<file path="src/hw/rtl/lseg_pkg.sv">
// ----------------------------------------------------------------------------
// lseg_pkg
// Shared types, constants and color helpers for the LED strip effect generator.
// ----------------------------------------------------------------------------
package lseg_pkg;

	localparam int unsigned MAX_LEDS_DEFAULT = 256;

	localparam int unsigned DIV_STEPS   = 16;  // dividend is pixel_index * 256
	localparam int unsigned BLEND_STEPS = 8;   // one luminance bit per cycle
	localparam int unsigned CNT_W       = $clog2(DIV_STEPS);

	localparam int unsigned CFG_IDX_W  = 3;
	localparam int unsigned CFG_DATA_W = 32;

	localparam logic [CFG_IDX_W-1:0] REG_EFFECT_MODE     = 3'd0;
	localparam logic [CFG_IDX_W-1:0] REG_COLOR_PRIMARY   = 3'd1;
	localparam logic [CFG_IDX_W-1:0] REG_COLOR_SECONDARY = 3'd2;
	localparam logic [CFG_IDX_W-1:0] REG_SPEED           = 3'd3;
	localparam logic [CFG_IDX_W-1:0] REG_NUM_LEDS        = 3'd4;

	localparam logic [15:0] SPEED_RESET     = 16'd1000;
	localparam logic [8:0]  NUM_LEDS_RESET  = 9'd1;
	localparam logic [9:0]  STATIC_DELAY    = 10'd1000;
	localparam logic [9:0]  BREATH_STEP_MAX = 10'd497;  // 512 - 15
	localparam logic [8:0]  BREATH_RESTART  = 9'd15;
	localparam logic [7:0]  WHEEL_THIRD     = 8'd85;
	localparam logic [7:0]  WHEEL_TWO_THIRD = 8'd170;

	typedef enum logic [1:0] {
		MODE_SOLID = 2'd0,
		MODE_FILL  = 2'd1,
		MODE_CYCLE = 2'd2,
		MODE_PULSE = 2'd3
	} mode_t;

	typedef enum logic [1:0] {
		ST_IDLE,
		ST_RUN,
		ST_HOLD
	} state_t;

	// control group for the serial units
	typedef struct packed {
		logic start;
		logic step;
	} ctl_t;

	function automatic logic [31:0] wheel(input logic [7:0] p);
		logic [7:0] q;
		logic [7:0] q3;
		logic [31:0] c;
		q = ~p;
		if (q < WHEEL_THIRD) begin
			q3 = 8'(10'(q) * 10'd3);
			c = {8'h00, 8'hFF - q3, 8'h00, q3};
		end else if (q < WHEEL_TWO_THIRD) begin
			q3 = 8'(10'(q - WHEEL_THIRD) * 10'd3);
			c = {8'h00, 8'h00, q3, 8'hFF - q3};
		end else begin
			q3 = 8'(10'(q - WHEEL_TWO_THIRD) * 10'd3);
			c = {8'h00, q3, 8'hFF - q3, 8'h00};
		end
		return c;
	endfunction

	function automatic logic [9:0] breath_delay(input logic [7:0] lum);
		logic [9:0] d;
		if (lum == 8'd15)       d = 10'd970;
		else if (lum <= 8'd25)  d = 10'd38;
		else if (lum <= 8'd50)  d = 10'd36;
		else if (lum <= 8'd75)  d = 10'd28;
		else if (lum <= 8'd100) d = 10'd20;
		else if (lum <= 8'd125) d = 10'd14;
		else if (lum <= 8'd150) d = 10'd11;
		else                    d = 10'd10;
		return d;
	endfunction

endpackage

</file>
<file path="src/hw/rtl/lseg_div.sv">
// ----------------------------------------------------------------------------
// lseg_div
// Restoring divider, one quotient bit per cycle (pixel_index * 256 / LED count).
// ----------------------------------------------------------------------------
module lseg_div (
	input  logic            clk,
	input  lseg_pkg::ctl_t  ctl,
	input  logic [15:0]     dividend,
	input  logic [8:0]      divisor,
	output logic [7:0]      quotient
);

	logic [15:0] dq_q;   // dividend bits shift out the top, quotient bits in the bottom
	logic [8:0]  rem_q;
	logic [8:0]  div_q;
	logic [9:0]  trial;
	logic        ge;

	assign trial = {rem_q, dq_q[15]};
	assign ge    = trial >= {1'b0, div_q};

	always_ff @(posedge clk) begin
		if (ctl.start) begin
			dq_q  <= dividend;
			rem_q <= '0;
			div_q <= divisor;
		end else if (ctl.step) begin
			// remainder stays below the divisor, so 9 bits hold it
			rem_q <= ge ? 9'(trial - {1'b0, div_q}) : trial[8:0];
			dq_q  <= {dq_q[14:0], ge};
		end
	end

	// only the low byte is used after the mod-256 wrap
	assign quotient = dq_q[7:0];

endmodule

</file>
<file path="src/hw/rtl/lseg_blend.sv">
// ----------------------------------------------------------------------------
// lseg_blend
// Four-lane bit-serial blend: (to * amt + from * (255 - amt)) / 256 per byte; amt 0 and 255 pass from and to through.
// ----------------------------------------------------------------------------
module lseg_blend (
	input  logic            clk,
	input  lseg_pkg::ctl_t  ctl,
	input  logic [31:0]     from_color,
	input  logic [31:0]     to_color,
	input  logic [7:0]      amt,
	output logic [31:0]     color
);

	logic [7:0]  amt_q;
	logic        zero_q;
	logic        full_q;
	logic [31:0] mixed;

	always_ff @(posedge clk) begin
		if (ctl.start) begin
			amt_q  <= amt;
			zero_q <= amt == 8'h00;
			full_q <= amt == 8'hFF;
		end else if (ctl.step) begin
			amt_q <= {amt_q[6:0], 1'b0};
		end
	end

	// 255 - amt is ~amt, so each amt bit picks either the to or the from byte
	for (genvar l = 0; l < 4; l++) begin : g_lane
		logic [7:0]  sel;
		logic [15:0] acc_q;
		assign sel = amt_q[7] ? to_color[8*l +: 8] : from_color[8*l +: 8];

		always_ff @(posedge clk) begin
			if (ctl.start) begin
				acc_q <= '0;
			end else if (ctl.step) begin
				acc_q <= {acc_q[14:0], 1'b0} + {8'h00, sel};
			end
		end

		assign mixed[8*l +: 8] = acc_q[15:8];
	end

	always_comb begin
		if (zero_q)      color = from_color;
		else if (full_q) color = to_color;
		else             color = mixed;
	end

endmodule

</file>
<file path="src/hw/rtl/led_strip_effect_generator.sv">
// ----------------------------------------------------------------------------
// led_strip_effect_generator
// Sequence: an input transaction starts the 16 serial steps of the divider,
// which also cover the 8-step blend, then ST_HOLD loads the output register.
// One item in flight: a new input is taken only in ST_IDLE, and
// a result left waiting holds the block in its final state.
// Reset: arst_n clears control state, step counter and config to defaults.
// ----------------------------------------------------------------------------
module led_strip_effect_generator #(
	parameter int unsigned MAX_LEDS = lseg_pkg::MAX_LEDS_DEFAULT
) (
	input  logic                            clk,
	input  logic                            arst_n,

	input  logic                            cfg_we,
	input  logic [lseg_pkg::CFG_IDX_W-1:0]  cfg_index,
	input  logic [lseg_pkg::CFG_DATA_W-1:0] cfg_data,

	input  logic                            in_valid,
	output logic                            in_ready,
	input  logic [7:0]                      pixel_index,
	input  logic                            frame_end,

	output logic                            out_valid,
	input  logic                            out_ready,
	output logic [31:0]                     pixel_color,
	output logic [9:0]                      frame_delay,
	output logic                            cycle_done
);

	// configuration
	lseg_pkg::mode_t effect_mode_q;
	logic [31:0]     color_primary_q;
	logic [31:0]     color_secondary_q;
	logic [15:0]     speed_q;
	logic [8:0]      num_leds_q;

	logic [8:0]      step_q;

	lseg_pkg::state_t             state_q, state_d;
	logic [lseg_pkg::CNT_W-1:0]   cnt_q;

	logic [7:0]  step_old_q;
	logic [9:0]  delay_q;
	logic        done_q;

	logic        out_valid_q;
	logic [31:0] pixel_color_q;
	logic [9:0]  frame_delay_q;
	logic        cycle_done_q;

	logic        accept;
	logic        out_free;
	logic        load_out;
	logic        last_step;

	lseg_pkg::ctl_t div_ctl;
	lseg_pkg::ctl_t blend_ctl;

	logic [8:0]  n_eff;
	logic [7:0]  lum;
	logic [8:0]  step_d;
	logic [9:0]  delay_d;
	logic        done_d;
	logic [9:0]  breath_next;

	logic [7:0]  quotient;
	logic [31:0] blend_color;
	logic [31:0] color_d;

	assign accept   = in_valid && in_ready;
	assign out_free = !out_valid_q || out_ready;
	assign last_step = cnt_q == lseg_pkg::CNT_W'(lseg_pkg::DIV_STEPS - 1);

	always_ff @(posedge clk or negedge arst_n) begin
		if (!arst_n) begin
			effect_mode_q     <= lseg_pkg::MODE_SOLID;
			color_primary_q   <= '0;
			color_secondary_q <= '0;
			speed_q           <= lseg_pkg::SPEED_RESET;
			num_leds_q        <= lseg_pkg::NUM_LEDS_RESET;
		end else if (cfg_we) begin
			case (cfg_index)
				lseg_pkg::REG_EFFECT_MODE:     effect_mode_q     <= lseg_pkg::mode_t'(cfg_data[1:0]);
				lseg_pkg::REG_COLOR_PRIMARY:   color_primary_q   <= cfg_data;
				lseg_pkg::REG_COLOR_SECONDARY: color_secondary_q <= cfg_data;
				lseg_pkg::REG_SPEED:           speed_q           <= cfg_data[15:0];
				lseg_pkg::REG_NUM_LEDS:        num_leds_q        <= cfg_data[8:0];
				default: ;
			endcase
		end
	end

	// zero LEDs counts as one; saturate at MAX_LEDS
	always_comb begin
		if (num_leds_q == '0)
			n_eff = 9'd1;
		else if (32'(num_leds_q) > 32'(MAX_LEDS))
			n_eff = 9'(MAX_LEDS);
		else
			n_eff = num_leds_q;
	end

	// breath folds the step: 511 - step above 255
	assign lum = step_q[8] ? ~step_q[7:0] : step_q[7:0];
	assign breath_next = {1'b0, step_q} + 10'd2;

	always_comb begin
		step_d  = step_q;
		delay_d = '0;
		done_d  = 1'b0;
		case (effect_mode_q)
			lseg_pkg::MODE_SOLID: begin
				delay_d = lseg_pkg::STATIC_DELAY;
				done_d  = frame_end;
			end
			lseg_pkg::MODE_FILL, lseg_pkg::MODE_CYCLE: begin
				delay_d = {2'b00, speed_q[15:8]};
				if (frame_end) begin
					step_d = {1'b0, 8'(step_q[7:0] + 8'd1)};
					done_d = step_q[7:0] == 8'hFF;
				end
			end
			default: begin
				delay_d = lseg_pkg::breath_delay(lum);
				if (frame_end) begin
					if (breath_next > lseg_pkg::BREATH_STEP_MAX) begin
						step_d = lseg_pkg::BREATH_RESTART;
						done_d = 1'b1;
					end else begin
						step_d = breath_next[8:0];
					end
				end
			end
		endcase
		if (!frame_end)
			delay_d = '0;
	end

	always_ff @(posedge clk or negedge arst_n) begin
		if (!arst_n)
			step_q <= '0;
		else if (accept)
			step_q <= step_d;
	end

	always_ff @(posedge clk) begin
		if (accept) begin
			step_old_q <= step_q[7:0];
			delay_q    <= delay_d;
			done_q     <= done_d;
		end
	end

	// sequencer
	always_comb begin
		state_d = state_q;
		case (state_q)
			lseg_pkg::ST_IDLE: if (accept)    state_d = lseg_pkg::ST_RUN;
			lseg_pkg::ST_RUN:  if (last_step) state_d = lseg_pkg::ST_HOLD;
			lseg_pkg::ST_HOLD: if (out_free)  state_d = lseg_pkg::ST_IDLE;
			default:                          state_d = lseg_pkg::ST_IDLE;
		endcase
	end

	always_comb begin
		in_ready        = state_q == lseg_pkg::ST_IDLE;
		load_out        = state_q == lseg_pkg::ST_HOLD && out_free;
		div_ctl.start   = accept;
		div_ctl.step    = state_q == lseg_pkg::ST_RUN;
		blend_ctl.start = accept;
		blend_ctl.step  = state_q == lseg_pkg::ST_RUN &&
			cnt_q < lseg_pkg::CNT_W'(lseg_pkg::BLEND_STEPS);
	end

	always_ff @(posedge clk or negedge arst_n) begin
		if (!arst_n) begin
			state_q <= lseg_pkg::ST_IDLE;
			cnt_q   <= '0;
		end else begin
			state_q <= state_d;
			if (accept)
				cnt_q <= '0;
			else if (state_q == lseg_pkg::ST_RUN)
				cnt_q <= cnt_q + 1'b1;
		end
	end

	lseg_div u_div (
		.clk      (clk),
		.ctl      (div_ctl),
		.dividend ({pixel_index, 8'h00}),
		.divisor  (n_eff),
		.quotient (quotient)
	);

	lseg_blend u_blend (
		.clk        (clk),
		.ctl        (blend_ctl),
		.from_color (color_secondary_q),
		.to_color   (color_primary_q),
		.amt        (lum),
		.color      (blend_color)
	);

	always_comb begin
		case (effect_mode_q)
			lseg_pkg::MODE_SOLID: color_d = color_primary_q;
			lseg_pkg::MODE_FILL:  color_d = lseg_pkg::wheel(step_old_q);
			lseg_pkg::MODE_CYCLE: color_d = lseg_pkg::wheel(quotient + step_old_q);
			default:              color_d = blend_color;
		endcase
	end

	// output register
	always_ff @(posedge clk or negedge arst_n) begin
		if (!arst_n)
			out_valid_q <= 1'b0;
		else if (load_out)
			out_valid_q <= 1'b1;
		else if (out_ready)
			out_valid_q <= 1'b0;
	end

	always_ff @(posedge clk) begin
		if (load_out) begin
			pixel_color_q <= color_d;
			frame_delay_q <= delay_q;
			cycle_done_q  <= done_q;
		end
	end

	assign out_valid   = out_valid_q;
	assign pixel_color = pixel_color_q;
	assign frame_delay = frame_delay_q;
	assign cycle_done  = cycle_done_q;

endmodule

</file>
<file path="config.mk">
export PLATFORM = sky130hd
export DESIGN_NAME = led_strip_effect_generator
export DESIGN_NICKNAME = d
export VERILOG_FILES = /design/src/hw/rtl/lseg_pkg.sv /design/src/hw/rtl/lseg_div.sv /design/src/hw/rtl/lseg_blend.sv /design/src/hw/rtl/led_strip_effect_generator.sv
export SDC_FILE = /design/constraint.sdc
export NUM_CORES = 1
export LEC_CHECK = 0
export CELL_PAD_IN_SITES_DETAIL_PLACEMENT = 2
export CELL_PAD_IN_SITES_GLOBAL_PLACEMENT = 2
export CORE_ASPECT_RATIO = 1.25
export CORE_UTILIZATION = 45
export CTS_CLUSTER_SIZE = 20
export DETAILED_ROUTE_END_ITERATION = 7
export DONT_BUFFER_PORTS = 1
export HOLD_SLACK_MARGIN = 0.1
export MAX_ROUTING_LAYER = met4
export PLACE_DENSITY_LB_ADDON = 0.1
export SLEW_MARGIN = 20
export SYNTH_ARGS = -nofsm -noshare
export SYNTH_HDL_FRONTEND = slang
export SYNTH_SLANG_ARGS = --single-unit
</file>
<file path="constraint.sdc">
create_clock -name clk -period 12.6 [get_ports clk]
set_input_delay 2.52 -clock clk [delete_from_list [all_inputs] [get_ports clk]]
set_output_delay 2.52 -clock clk [all_outputs]
set_load 0.02 [all_outputs]
</file>
==> metrics.txt, run 1 <==
worst min path class flop to flop; Die H approximately 220 um; antenna viol nets, final 0; async set-reset flop share out of synthesis 37.1%; post-route cell area 18200 um^2; Post-Synth XOR/XNOR Area 5.99%; cells after synthesis approximately 1700; status complete, no violations; GRT Total Usage between 30% and 40%; largest net degree at the start of global routing 100; first-pass GRT wire length between 80000 and 90000 um; clock buffer depth 3; htree depth 1; Total Wirelength between 50000 and 60000 um; final setup vio count 0; area occupied by multi-input gates about 9400 um^2; CTS clk-pin slew, worst paths 60 ps; Top Family by Delay on Critical Path adder cells; adder-cell share of the synthesized area a little under a tenth; Clk Tree Root Cell clkbuf_16; critical path class flop to flop; Synth area leader edfxtp_1; cell breakdown of the critical path inv_1 > fa_1 > xor2_1 > inv_1 > ha_1 > a21oi_1 > nor2_1 > xnor2_1 > ha_1 > or3_1 > a311oi_1 > nor2_1 > or2_2 > a211o_1 > nand4_1 > o2bb2ai_1; Core Footprint about 37000 um^2; routability congestion estimate about 0.9; worst-margin pin slew approximately 1100 ps; crit-path max FO 10; DP HPWL 40100 um; Slew HR between 20% and 30%; f_max about 180 MHz; Synth Warn # 0; mapped cell area 16800 um^2; nature of the critical path startpoint flop; register area roughly 6700 um^2; Sink Count 267; CP max stage delay 760 ps; initial antenna violation count 0; vias between 10000 and 15000; critical path data arrival time approximately 5700 ps; ant diodes 0; EDFF count, synth slightly below 90; Synth area leaders edfxtp_1 (16%), dfrtp_1 (14%), dfxtp_1 (9.7%); Area growth syn-to-layout 8.39%; data required time of the worst path 12920 ps; MaxCap Viol Count 0; Synth Flop Type dfrtp_1; wire per inst 25.8 um; starting density of the core a little under half; TNS Setup 0 ps; drt first pass iters 6; post-synth top area share between 15 and 20%; Num CTS Buffers 30; vias in the first global route roughly 15000; Cell variety after synth 87; Buf/Inv on CP 2; DRC errors left 0; Hold Fails Final Rpt 0; Layout Utilization approximately half; Rows 78; number of I/O pins between 90 and 100; CP endpoint kind flop; post-CTS resize count 0; TritonCTS clock tree built; #FFs+latches synth 267; largest family of logic cells by synthesized area compound AO/OA/AOI/OAI gates; Fill cells between 3000 and 4000; die span in x approximately 170 um; full die area approximately 38000 um^2; critical path's slowest cell xor2_1; worst reg2reg setup slack 7190 ps; Mean Syn Cell Area 9.70 um^2; max-slew violation count 0; sequential area share after synthesis 40.0%; nets ~1800; IO buf count 0; Synth Area in Compound Gates between 10% and 20%; post-synth net total about 1900; Post CTS Setup Buffer Count 0; Final Skew roughly 24 ps; DP Area 17200 um^2; clk_lat worst skew 590 ps; min cycle time layout between 5000 and 6000 ps; RSZ-0062 raised after global routing no; GR Overflow Total 0; simple-gate share of the synthesized area 11.8%; ratio of cells with drive above 1 in the final layout approximately 13%; period utilization a little over two fifths; vias per inst about 6.1; CTS hold repair buffers 0; post-synthesis mux area share 11.0%; Iter 0 DRT Violations 580
==> flip-flops by register name (all words and copies together), names as in the netlist <==
name	count
u_div.rem_q	9
state_q	2
cnt_q	4
u_blend.g_lane.acc_q	64
done_q	1
u_div.dq_q	16
speed_q	8
frame_delay	9
step_q	9
cycle_done	1
step_old_q	8
color_primary_q	32
color_secondary_q	32
out_valid	1
u_blend.amt_q	8
num_leds_q	9
pixel_color	32
u_blend.full_q	1
effect_mode_q	2
u_div.div_q	9
delay_q	9
u_blend.zero_q	1
==> cells by family after synthesis <==
logic type                 after synthesis
xor gates and xnor gates               111
adders and majority gates              115
DFF                                    267
and+or+nand+nor                        420
muxes                                  170
buffers and inverters                  180
AOI/OAI and AO/OA                      465
==> worst reg2reg max path, delay by kind of cell, from the launching register on <==
family                   cells  cell delay [ps]
AO/OA/AOI/OAI                4              980
XOR/XNOR                     2              940
adder cells (fa/ha/maj)      3             1110
buffers and inverters        2              510
flip-flops                   1              520
AND/OR/NAND/NOR              5             1080
==> synthesized netlist by cell type, types with 5 or more instances <==
library cell,n
nand2_1,167
o21ai_0,158
mux2_2,120
a21oi_1,107
ha_1,105
dfrtp_1,96
edfxtp_1,87
inv_1,84
dfxtp_1,81
nor2_1,75
clkbuf_1,72
xnor2_1,63
mux2i_1,50
xor2_1,46
nand3_1,43
a21o_1,25
nor2b_1,25
nor3_1,20
and3_1,19
a22o_1,17
buf_1,14
o211ai_1,14
o31ai_1,14
a21boi_0,13
and2_1,13
o2111ai_1,12
a31oi_1,10
fa_1,10
nand2b_1,10
nand4_1,10
a211oi_1,8
a221oi_1,8
a311oi_1,8
a22oi_1,7
a32o_1,6
nor4_1,6
o21a_1,6
buf_2,5
nor3b_1,5
o21bai_1,5
or3_1,5
==> stage by stage <==
step | setup slack, ps | cells | hold WS [ps]
after global routing | 6840 | 2189 | 426
after floorplan | 7610 | 1728 | 400
after CTS | 7270 | 2189 | 423
final | 7190 | 2189 | 424
after global placement | 7610 | 2132 | 410
after detailed placement | 7300 | 2133 | 406
==> routing by layer <==
layer	wire (um)	GRT usage, %
met5	0	-
met4	2130	12.0
met3	1790	3.29
met2	28300	52.7
met1	24300	36.7
==> placed cells by master, fill, tap and decap left out, drive strengths merged, types with 12 or more instances in the layout <==
cell type | Yosys | layout
nand2 | 167 | 167
o21ai | 160 | 160
mux2 | 120 | 120
a21oi | 108 | 108
ha | 105 | 105
dfrtp | 96 | 96
edfxtp | 87 | 87
inv | 84 | 85
dfxtp | 81 | 81
nor2 | 75 | 75
xnor2 | 64 | 64
mux2i | 50 | 50
xor2 | 46 | 46
clkbuf | 72 | 46
nand3 | 43 | 43
a21o | 25 | 25
nor2b | 25 | 25
nor3 | 21 | 21
and3 | 19 | 19
buf | 22 | 19
a22o | 17 | 17
o211ai | 15 | 15
o31ai | 14 | 14
and2 | 14 | 14
a21boi | 13 | 13
o2111ai | 12 | 12
==> worst paths after layout <==
kind | from | end | cells past startpoint
setup / recovery | step_old_q[1]$_DFFE_PP_ | pixel_color[15]$_DFFE_PP_ | 16
hold / removal | delay_q[6]$_SDFFCE_PN0P_ | frame_delay[6]$_DFFE_PP_ | 0
setup reg to reg | step_old_q[1]$_DFFE_PP_ | pixel_color[15]$_DFFE_PP_ | 16
hold reg to reg | delay_q[6]$_SDFFCE_PN0P_ | frame_delay[6]$_DFFE_PP_ | 0
max in group asynchronous | arst_n | num_leds_q[0]$_DFFE_PN1P_ | 0
min in group asynchronous | arst_n | step_q[6]$_DFFE_PN0P_ | 0
==> cell type report <==
cell class,count,area share (%)
clock buffer,46,4.91
clock inverter,10,0.461
inverter,86,1.78
multi-input combinational,1281,51.7
sequential,267,36.9
tap,480,3.30
timing repair buffer,19,0.895
Power of run 1 is not shown: default switching activity piles up to over one toggle a cycle in this logic, so the estimate is an artifact.
==> run 2, diff against run 1 <==
CORE_UTILIZATION = 42   (was 45)
clock period = 5.14 ns   (was 12.6 ns; I/O delays follow)
==> run 2 against run 1 <==
Via count down 1.2%. Maximum frequency up 14%. Register-to-register slack worse by 6800 ps. Largest cell class unchanged. Setup slack worse by 6800 ps. Count of clock-buffer cells in the layout down 11. Worst hold slack worse by 300 ps. Critical path type unchanged.
==> metrics.txt, run 2 (same netlist as run 1, synthesis figures left out) <==
Core Footprint 39200 um^2 (+7.5%); Layout Utilization 46.6% (-3.2 points); worst min path class input pin to async pin; DP HPWL 40200 um (+0.18%); placed insts 2151 (+0.84%); Area growth syn-to-layout 9.09%; Num CTS Buffers 30 (unchanged); period utilization 91.9% (+49 points); antenna viol nets, final 0 (unchanged); non-filler cells, final 2215 (+1.2%); full die area 40700 um^2 (+7.1%); commonest non-fill, non-tap cell in the layout nand2_1; beginning of the worst register-to-register path step_old_q[1]$_DFFE_PP_; Buf/Inv on CP 2 (unchanged); commonest non-fill, non-tap cells in the layout nand2_1 (167), o21ai_0 (158), mux2_2 (120), a21oi_1 (107), ha_1 (104); final setup vio count 0 (unchanged); Rows 81 (+3.8%); Die H 225 um (+3.5%); Fill cells 4171 (+10%); Slew HR 32.3% (+5.2 points); max-slew violation count 0 (unchanged); number of I/O pins 94 (unchanged); worst-margin pin slew 1020 ps (-75.9 ps); Hold Fails Final Rpt 0 (unchanged); status complete, no violations; ratio of cells with drive above 1 in the final layout 12.7% (+0.080 points); Placement Setup Slack 426 ps (-6880 ps); Clk Tree Root Cell clkbuf_16; vias 13287 (-1.2%); vias in the first global route 14655 (-2.1%); Total Wirelength 55700 um (-1.5%); crit-path max FO 8 (-2); CTS clk-pin slew, worst paths 70 ps (about the same); CP endpoint kind flop; DRC errors left 0 (unchanged); min cycle time layout 4720 ps (-684 ps); clock buffer depth 3 (unchanged); CP max stage delay 760 ps (about the same); wire per inst 25.2 um (-2.7%); worst reg2reg setup slack 420 ps (-6780 ps); GRT Total Usage 28.3% (-2.3 points); nature of the critical path startpoint flop; Final Skew 17.1 ps (-6.46 ps); starting density of the core 42.8% (-3.2 points); drt first pass iters 5 (-1); TNS Setup 0 ps (unchanged); final worst slack 416 ps (-6780 ps); routability congestion estimate 0.889 (about the same); critical path class flop to flop; data required time of the worst path 5500 ps (-7420 ps); Sink Count 267 (unchanged); RSZ-0062 raised after global routing no; FF-to-FF End pixel_color[15]$_DFFE_PP_; FF-to-FF path depth 15 (-1); largest net degree at the start of global routing 98 (-2.0%); critical path's slowest cell fa_1; most flop-heavy register u_blend.g_lane.acc_q; f_max 212 MHz (+14%); Iter 0 DRT Violations 482 (-17%); nets 1854 (+0.27%); cell breakdown of the critical path inv_1 > fa_1 > inv_1 > ha_1 > a21oi_1 > nor2_1 > xnor2_1 > ha_1 > or3_1 > a311oi_1 > nor2_1 > or2_2 > a211o_1 > nand4_1 > o2bb2ai_1; MaxCap Viol Count 0 (unchanged); vias per inst 6.00 (-2.4%); GR Overflow Total 0 (unchanged); post-CTS resize count 0 (unchanged); die span in x 181 um (+3.5%); clk_lat worst skew 600 ps (about the same); first-pass GRT wire length 87100 um (-1.2%); max FFs per register 64 (unchanged); critical path data arrival time 5080 ps (-650 ps); TritonCTS clock tree built; initial antenna violation count 1 (+1); htree depth 1 (unchanged); IO buf count 0 (unchanged); Top Family by Delay on Critical Path adder cells
[run 2: layout make-up]
type / instances / area [um^2] / area share (%)
Timing Repair Buffer: 24 / 220 / 1.20
Sequential cell: 267 / 6720 / 36.7
Antenna cell: 3 / 7.51 / 0.0410
Clock buffer: 35 / 779 / 4.26
Multi-Input combinational cell: 1281 / 9400 / 51.4
Clock inverter: 21 / 219 / 1.20
Inverter: 86 / 323 / 1.76
Tap cell: 498 / 623 / 3.41
[run 2: through the flow]
step	hold slack, ps	cell area (um^2)
2_1_floorplan	400	16800
4_1_cts	100	18200
5_1_grt	113	18300
3_3_place_gp	403	17200
6_report	125	18300
3_5_place_dp	406	17200
[run 2: timing repair]
action                    4_1_cts  5_1_grt
hold endpoints to repair        2        0
setup buffers                   0        0
hold buffers                    3        0
[run 2: worst max path at each step]
stage	slack, ps	cells past startpoint	from	endpoint
detailed placement	430	15	step_old_q[1]$_DFFE_PP_	pixel_color[15]$_DFFE_PP_
global route	150	16	step_old_q[0]$_DFFE_PP_	pixel_color[15]$_DFFE_PP_
global placement	610	15	step_old_q[1]$_DFFE_PP_	pixel_color[15]$_DFFE_PP_
CTS	410	15	step_old_q[1]$_DFFE_PP_	pixel_color[15]$_DFFE_PP_
finish	420	15	step_old_q[1]$_DFFE_PP_	pixel_color[15]$_DFFE_PP_
floorplan	660	16	step_old_q[1]$_DFFE_PP_	pixel_color[15]$_DFFE_PP_
[run 2: layer usage]
metal	GRT usage [%]	wire (um)
met5	-	0
met4	10.2	1890
met3	3.80	1990
met2	49.9	28500
met1	32.9	23300
[run 2: worst register-to-register path, cell delays in order, from the launching register on]
cell	delay [ps]
edfxtp_1	510
inv_1	200
fa_1	760
inv_1	230
ha_1	290
a21oi_1	280
nor2_1	90
xnor2_1	170
ha_1	260
or3_1	400
a311oi_1	350
nor2_1	170
or2_2	330
a211o_1	300
nand4_1	90
o2bb2ai_1	70
Power of run 2 is left out for the same reason.
==> run 3, diff against run 2 <==
CORE_ASPECT_RATIO = 0.7   (was 1.25)
CORE_UTILIZATION = 40   (was 42)
MAX_ROUTING_LAYER = default   (was met4)
==> run 3 against run 2 <==
Sequential cell count stayed put. Die area is 5.0% higher. Core utilization is 1.9 points lower. Sequential share of layout area is 0.31 points lower. Final cell count is 2.4% higher. Design area is 0.85% higher. The run now ends with DRC left. Register-to-register slack worse by 120 ps. Routed wire length is 4.8% higher.
==> metrics.txt, run 3 (same netlist as run 1, synthesis figures left out) <==
status complete, but fails checks; failing checks DRC; max FFs per register 64 (unchanged); number of I/O pins 94 (unchanged); final setup vio count 0 (unchanged); commonest non-fill, non-tap cell in the layout nand2_1; nets 1859 (+0.27%); clock buffer depth 3 (unchanged); GR Overflow Total 0 (unchanged); Iter 0 DRT Violations 998 (+110%); starting density of the core 40.7% (-2.0 points); TNS Setup 0 ps (unchanged); die span in x 247 um (+37%); nature of the critical path startpoint flop; beginning of the worst register-to-register path step_old_q[1]$_DFFE_PP_; f_max 207 MHz (-2.4%); worst-margin pin slew 1120 ps (+99.5 ps); Die H 173 um (-23%); antenna viol nets, final 0 (unchanged); most flop-heavy register u_blend.g_lane.acc_q; initial antenna violation count 2 (+1); Sink Count 267 (unchanged); vias in the first global route 14809 (+1.1%); full die area 42800 um^2 (+5.0%); Total Wirelength 58400 um (+4.8%); Rows 62 (-23%); Core Footprint 41200 um^2 (+5.0%); htree depth 1 (unchanged); Num CTS Buffers 30 (unchanged); clk_lat worst skew 600 ps (about the same); RSZ-0062 raised after global routing no; post-CTS resize count 0 (unchanged); Post CTS Setup Buffer Count 0 (unchanged); wire per inst 25.8 um (+2.4%); data required time of the worst path 5490 ps (about the same); ratio of cells with drive above 1 in the final layout 13.2% (+0.54 points); period utilization 94.2% (+2.3 points); Hold Fails Final Rpt 0 (unchanged); DP HPWL 42300 um (+5.2%); Area growth syn-to-layout 10.0%; crit-path max FO 8 (unchanged); DRC errors left 20 (+20); area occupied by multi-input gates 9400 um^2 (about the same); critical path data arrival time 5190 ps (+110 ps); max-slew violation count 0 (unchanged); drt first pass iters 8 (+3); Clk Tree Root Cell clkbuf_16; CP endpoint kind flop; crit path from step_old_q[1]$_DFFE_PP_; worst min path class input pin to async pin; Slew HR 25.0% (-7.3 points); IO buf count 0 (unchanged); vias per inst 5.99 (-0.15%); GRT Total Usage 27.5% (-0.78 points); largest net degree at the start of global routing 100 (+2.0%); commonest non-fill, non-tap cells in the layout nand2_1 (167), o21ai_0 (158), mux2_2 (120), a21oi_1 (107), ha_1 (104); MaxCap Viol Count 0 (unchanged); CTS hold repair buffers 0 (-3); critical path class flop to flop; CTS clk-pin slew, worst paths 70 ps (about the same); first-pass GRT wire length 90400 um (+3.9%); routability congestion estimate 0.924 (+3.9%); Fill cells 4362 (+4.6%); register area 6720 um^2 (unchanged); Final Skew 24.8 ps (+7.77 ps); min cycle time layout 4840 ps (+118 ps); TritonCTS clock tree built; vias 13585 (+2.2%)
==> run 3: worst paths after layout <==
kind / slack (ps) / end / cells past startpoint
setup / recovery: 300 / pixel_color[15]$_DFFE_PP_ / 17
hold / removal: 150 / cnt_q[0]$_DFFE_PN0P_ / 0
setup reg to reg: 300 / pixel_color[15]$_DFFE_PP_ / 17
hold reg to reg: 420 / cycle_done$_DFFE_PP_ / 0
max in group asynchronous: 4660 / speed_q[8]$_DFFE_PN1P_ / 0
min in group clk: 420 / cycle_done$_DFFE_PP_ / 0
==> run 3: layout make-up <==
type	count	area share, %
flip-flops and latches	267	36.4
clock buffers	41	4.69
clock inverters	15	1.14
well taps	544	3.69
multi-input cells	1281	51.0
diodes	5	0.0678
repair buffers	29	1.29
inverters	86	1.75
==> run 3: layer usage <==
metal  routed length (um)  vias to the layer above  track usage [%]
met1                27800                     6945             39.8
met3                 4220                       77             7.04
met4                 1310                        4             6.51
met5                   31                        -                0
li1                     -                     6210                -
met2                25000                      349             40.9
==> run 3: critical path, cell delays in order, from the launching register on <==
cell and delay (ps):
edfxtp_1 540, ha_1 370, a211oi_2 400, or3b_1 310, and2_1 190, inv_1 60
ha_1 240, a21oi_1 270, a21oi_2 130, xnor2_1 150, ha_1 220, or3_1 360
a311oi_1 350, nor2_1 210, or2_2 330, a211o_1 290, nand4_1 110, o2bb2ai_1 80
==> run 3: per-stage QoR <==
stage	std cells	util (%)	hold WS, ps	area (um^2)	setup WS, ps
6_report	2268	44.8	146	18400	299
5_1_grt	2264	44.8	121	18400	83.6
3_3_place_gp	2206	42.1	403	17300	685
2_1_floorplan	1728	-	400	16800	660
4_1_cts	2262	44.7	104	18400	330
3_5_place_dp	2206	42.1	405	17300	369
Power of run 3 is left out for the same reason.
